[src/rtl/circle_point_generator_defines.svh]
// assertion helpers used by the rtl file cpg_back
`ifndef CIRCLE_POINT_GENERATOR_DEFINES_SVH
`define CIRCLE_POINT_GENERATOR_DEFINES_SVH

// same-cycle implication
`define CPG_ASSERT_IMP(label, clk, rst_n, ante, cons, msg) \
	label: assert property (@(posedge clk) disable iff (!rst_n) (ante) |-> (cons)) \
		else $error(msg);

// next-cycle implication
`define CPG_ASSERT_NEXT(label, clk, rst_n, ante, cons, msg) \
	label: assert property (@(posedge clk) disable iff (!rst_n) (ante) |=> (cons)) \
		else $error(msg);

`endif

[src/rtl/cpg_pkg.sv]
`timescale 1ns / 1ps
package cpg_pkg;

	localparam logic [30:0] HALF_PI_Q30 = 31'h6487ED51;
	localparam logic signed [33:0] INV_GAIN_Q30 = 34'sd652032874;

	typedef enum logic [1:0] {
		KIND_EMPTY  = 2'd0,
		KIND_SINGLE = 2'd1,
		KIND_MULTI  = 2'd2
	} kind_t;

	typedef struct packed {
		logic signed [23:0] cx;
		logic signed [23:0] cy;
		logic [6:0]         n;
		logic [22:0]        r;
		kind_t              kind;
	} req_t;

	// truncated q30 arctangent of 2^-k
	function automatic logic [29:0] atan_at(input logic [4:0] k);
		logic [29:0] a;
		case (k)
			5'd0:    a = 30'h3243F6A8;
			5'd1:    a = 30'h1DAC6705;
			5'd2:    a = 30'h0FADBAFC;
			5'd3:    a = 30'h07F56EA6;
			5'd4:    a = 30'h03FEAB76;
			5'd5:    a = 30'h01FFD55B;
			5'd6:    a = 30'h00FFFAAA;
			5'd7:    a = 30'h007FFF55;
			5'd8:    a = 30'h003FFFEA;
			5'd9:    a = 30'h001FFFFD;
			5'd10:   a = 30'h000FFFFF;
			5'd11:   a = 30'h0007FFFF;
			5'd12:   a = 30'h0003FFFF;
			5'd13:   a = 30'h0001FFFF;
			5'd14:   a = 30'h0000FFFF;
			5'd15:   a = 30'h00007FFF;
			5'd16:   a = 30'h00003FFF;
			5'd17:   a = 30'h00001FFF;
			5'd18:   a = 30'h00000FFF;
			5'd19:   a = 30'h000007FF;
			5'd20:   a = 30'h000003FF;
			5'd21:   a = 30'h000001FF;
			5'd22:   a = 30'h000000FF;
			5'd23:   a = 30'h0000007F;
			default: a = 30'h0;
		endcase
		return a;
	endfunction

	// divide by 2^30, ties away from zero
	function automatic logic signed [28:0] round_q30(input logic signed [57:0] p);
		logic        neg;
		logic [57:0] mag;
		logic [57:0] sum;
		logic [27:0] q;
		neg = p[57];
		mag = neg ? 58'(-p) : 58'(p);
		sum = mag + 58'(30'h20000000);
		q   = sum[57:30];
		return neg ? -$signed({1'b0, q}) : $signed({1'b0, q});
	endfunction

	function automatic logic [23:0] sat24(input logic signed [29:0] v);
		logic [23:0] o;
		if (v > 30'sd8388607)
			o = 24'h7FFFFF;
		else if (v < -30'sd8388608)
			o = 24'h800000;
		else
			o = v[23:0];
		return o;
	endfunction

endpackage

[src/rtl/cpg_front.sv]
`timescale 1ns / 1ps
module cpg_front import cpg_pkg::*; #(
	parameter int MAX_POINTS = 64
) (
	input  logic               clk,
	input  logic               arst_n,
	input  logic               in_valid,
	output logic               in_stall,
	input  logic signed [23:0] center_x,
	input  logic signed [23:0] center_y,
	input  logic [6:0]         point_count,
	input  logic [22:0]        circle_radius,
	output logic               req_valid,
	output req_t               req_head,
	input  logic               req_pop
);

	req_t       fifo_q [2];
	logic       wr_ptr_q;
	logic       rd_ptr_q;
	logic [1:0] cnt_q;
	logic       push;
	logic       pop;
	req_t       req_new;
	logic [6:0] n_sat;

	assign in_stall  = (cnt_q == 2'd2);
	assign push      = in_valid && !in_stall;
	assign req_valid = (cnt_q != 2'd0);
	assign pop       = req_pop && req_valid;
	assign req_head  = fifo_q[rd_ptr_q];

	// clamp the count and sort the request by kind
	always_comb begin
		n_sat = (point_count > 7'(MAX_POINTS)) ? 7'(MAX_POINTS) : point_count;
		req_new.cx = center_x;
		req_new.cy = center_y;
		req_new.n  = n_sat;
		req_new.r  = circle_radius;
		if (n_sat == 7'd0)
			req_new.kind = KIND_EMPTY;
		else if (n_sat == 7'd1)
			req_new.kind = KIND_SINGLE;
		else
			req_new.kind = KIND_MULTI;
	end

	always_ff @(posedge clk) begin
		if (push)
			fifo_q[wr_ptr_q] <= req_new;
	end

	always_ff @(posedge clk or negedge arst_n) begin
		if (!arst_n) begin
			wr_ptr_q <= 1'b0;
			rd_ptr_q <= 1'b0;
			cnt_q    <= 2'd0;
		end else begin
			if (push)
				wr_ptr_q <= !wr_ptr_q;
			if (pop)
				rd_ptr_q <= !rd_ptr_q;
			if (push && !pop)
				cnt_q <= cnt_q + 2'd1;
			else if (pop && !push)
				cnt_q <= cnt_q - 2'd1;
		end
	end

endmodule

[config.mk]
export PLATFORM = sky130hd
export DESIGN_NAME = cpg_front
export DESIGN_NICKNAME = d
export VERILOG_FILES = /design/src/rtl/circle_point_generator_defines.svh /design/src/rtl/cpg_pkg.sv /design/src/rtl/cpg_front.sv
export SDC_FILE = /design/constraint.sdc
export NUM_CORES = 1
export LEC_CHECK = 0
export ABC_AREA = 1
export BUFFER_PORTS_ARGS = -buffer_cell sky130_fd_sc_hd__buf_2
export CORE_MARGIN = 1.5
export CORE_UTILIZATION = 52
export DETAILED_ROUTE_END_ITERATION = 10
export GPL_TIMING_DRIVEN = 0
export PLACE_DENSITY = 0.8
export SYNTH_ARGS = -nofsm -noshare
export SYNTH_HDL_FRONTEND = slang
export SYNTH_SLANG_ARGS = --single-unit
[constraint.sdc]
create_clock -name clk -period 5.4 [get_ports clk]
set_input_delay 0.54 -clock clk [delete_from_list [all_inputs] [get_ports clk]]
set_output_delay 0.54 -clock clk [all_outputs]
set_load 0.05 [all_outputs]
==> results by group <==
Critical path
  • Worst-path cell chain: buf_6 > inv_6 > buf_6 > nand2_1 > nand2_1 > buf_2
  • Setup crit start kind: flop
  • Cell family with most CP delay: buffers and inverters
  • CP max-delay cell: dfrtp_1
  • Critical path class: reg2out
  • Worst setup EP type: primary output
  • WP data arrival: 1.61 ns
  • Max incr delay on CP: 0.37 ns
  • Req. time, crit path: 4.86 ns
  • CP Max Fanout: 10
  • Sum of buffers and inverters on the critical path: 4

Synth
  • Area leader, netlist: edfxtp_1
  • Synthesized flop and latch total: 164
  • Register area share after synthesis: 0.795
  • Post-synth net total: 551
  • Mapped cell area: 6170 um2
  • Synth unique cells: 21
  • Top cell type's share of synthesized area: 0.779
  • Top post-synthesis cells by area: edfxtp_1 78%, nand2_1 15%, buf_6 1.6%, dfrtp_1 1.6%, inv_1 0.67%
  • Synth Area per Inst: 13.2 um2
  • Syn. warnings: 0
  • Synthesized instance count: 468

Final layout
  • Nets@finish: 737
  • N_diodes: 0
  • Final core occ: 0.681
  • Area Overhead vs Synth: 27.0%
  • Share of cells above drive strength 1: 0.324
  • Number of fill cells: 844

Pwr
  • P_int: 2970 uW
  • Clk pwr share: 0.214
  • P_leak: 0.00343 uW
  • Maximum vdd drop: 350 uV
  • Total power: 5390 uW
  • PD cells: 688 nW/um2
  • Sw Share: 0.449
  • Sw Pwr: 2420 uW
  • Sequential share of power: 0.335
  • Combinational power share: 0.451

Global routing
  • Initial antenna violation count: 0
  • GRT Overall Usage: 0.198
  • First-pass GRT wire length: 18900 um
  • Vias in the first global route: 4058
  • Largest net degree at the start of global routing: 34
  • GRT overflow: 0

CTS
  • Skew-Pair Late Insertion Delay: 0.41 ns
  • Clock Path Buffers: 2
  • Clock root cell: clkbuf_16
  • H-tree depth: 4
  • Setup bufs post-CTS: 0
  • Clk slew on worst S/H paths: 0.06 ns
  • TritonCTS clock tree: yes
  • Total CTS buffers: 17
  • Sink Count: 164

Floorplanning
  • Die X: 112 um
  • Core area: 11500 um2
  • Die Area: 12500 um2
  • Chip height: 112 um
  • Initial core utilization: 0.536
  • I/O pin count: 164
  • Std-Cell Rows: 39

Routing
  • Via-to-Cell Ratio: 4.87
  • Routed length per instance: 14.8 um
  • Routed Antenna Nets: 0
  • DR DRC count: 10
  • First-pass DRT Iterations: 8
  • DRT iter0 DRCs: 232
  • Routed WL: 12000 um
  • Via count: 3948

Timing
  • Max Freq: 0.465 GHz
  • Setup TNS: 0 ns
  • RSZ-0062 raised after global routing: false
  • Final hold viol count: 0
  • Finish-stage setup viols: 0
  • Fin crit period: 2.15 ns
  • Crit share post-route: 0.398
  • Slew Limit Fails: 0
  • Slew @ Worst Pin: 0.719 ns
  • Clk_skew: 0.00396 ns
  • Max-Slew Margin vs Limit: 0.519

Placement
  • IO Port Bufs: 162
  • GPL Wtd Cong: 0.770
  • HPWL after DPL: 8130 um

Run status
  • Violated checks: design-rule violations
  • Status: finished, violations left

Min path
  • Worst min path class: in2reg

Flow run
  • Max-Cap Viols: 0
layer usage:
metal / track usage / vias to the layer above / wire (um)
met5: 0 / - / 0
met4: 0.0768 / 0 / 189
met3: 0.0528 / 18 / 666
met2: 0.358 / 124 / 6290
met1: 0.227 / 1863 / 4840
li1: - / 1943 / -
registers in the layout, summed over array words and instances (netlist names):
register / count
cnt_q: 2
fifo_q: 160
rd_ptr_q: 1
wr_ptr_q: 1
kinds of logic after synthesis:
logic type | share of synthesized area
fa+ha+maj | 0.00203
flops | 0.795
compound gates | 0.00486
xor+xnor | 0.00284
simple gates | 0.162
buf+inv | 0.0330
per-stage QoR:
stage                     hold slack, ns  std cells  setup slack, ns  instance area, um2
after floorplan                    0.244        468            0.900                6170
after global routing               0.303        810             3.15                7840
final                              0.319        810             3.25                7840
after CTS                          0.298        810             3.21                7840
after global placement             0.348        773           -0.861                7160
after detailed placement           0.353        777             3.36                7260
synthesized netlist by cell type:
master	n
nand4_1	1
inv_1	11
nand3_1	2
xor2_1	1
nor2_2	1
clkbuf_1	1
edfxtp_1	160
nor2_1	10
inv_6	1
xnor2_1	1
nor3_1	2
clkbuf_2	1
nand2_1	245
dfrtp_1	4
buf_2	8
a21oi_1	5
buf_6	9
inv_2	1
ha_1	1
nand2_2	2
o21ai_1	1
power by group through the flow:
stage                     clock network [uW]  logic [uW]  registers (uW)
final                                   1160        2430            1810
after global routing                    1220        2590            1830
after CTS                               1180        2460            1810
after detailed placement                   0        2450            1830
after global placement                     0        2360            1880
after floorplan                            0        1830            1850
placed cells by master, fill, tap and decap left out, types with 5 or more instances in the layout:
cell	instances
inv_1	11
buf_2	170
clkbuf_16	17
clkinv_1	6
a21oi_1	5
edfxtp_1	160
buf_6	9
nor2_1	8
nand2_1	245
cell type report:
type	instances	area [um2]	area share
flip-flops and latches	164	4900	0.626
clock buffers	18	429	0.0548
clock inverters	14	143	0.0182
plain buffers	19	150	0.0192
repair buffers	167	901	0.115
well taps	143	179	0.0228
inverters	13	53.8	0.00686
multi-input cells	272	1080	0.137
timing repair:
action,4_1_cts,5_1_grt
hold buffers,1,0
gates resized for setup,0,0
hold endpoints to repair,4,0
final timing paths:
kind / start / to / slack (ns) / cells after the start
worst max-delay path: rd_ptr_q / req_head[29] / 3.25 / 6
worst min-delay path: center_x[1] / fifo_q[1][57] / 0.32 / 1
worst max register to register: cnt_q[1] / fifo_q[0][16] / 3.55 / 4
worst min register to register: cnt_q[1] / cnt_q[1] / 0.53 / 2
max in group asynchronous: arst_n / rd_ptr_q / 4.80 / 2
min in group asynchronous: arst_n / wr_ptr_q / 0.48 / 2
Note: power is estimated with default switching activity, not from simulation.
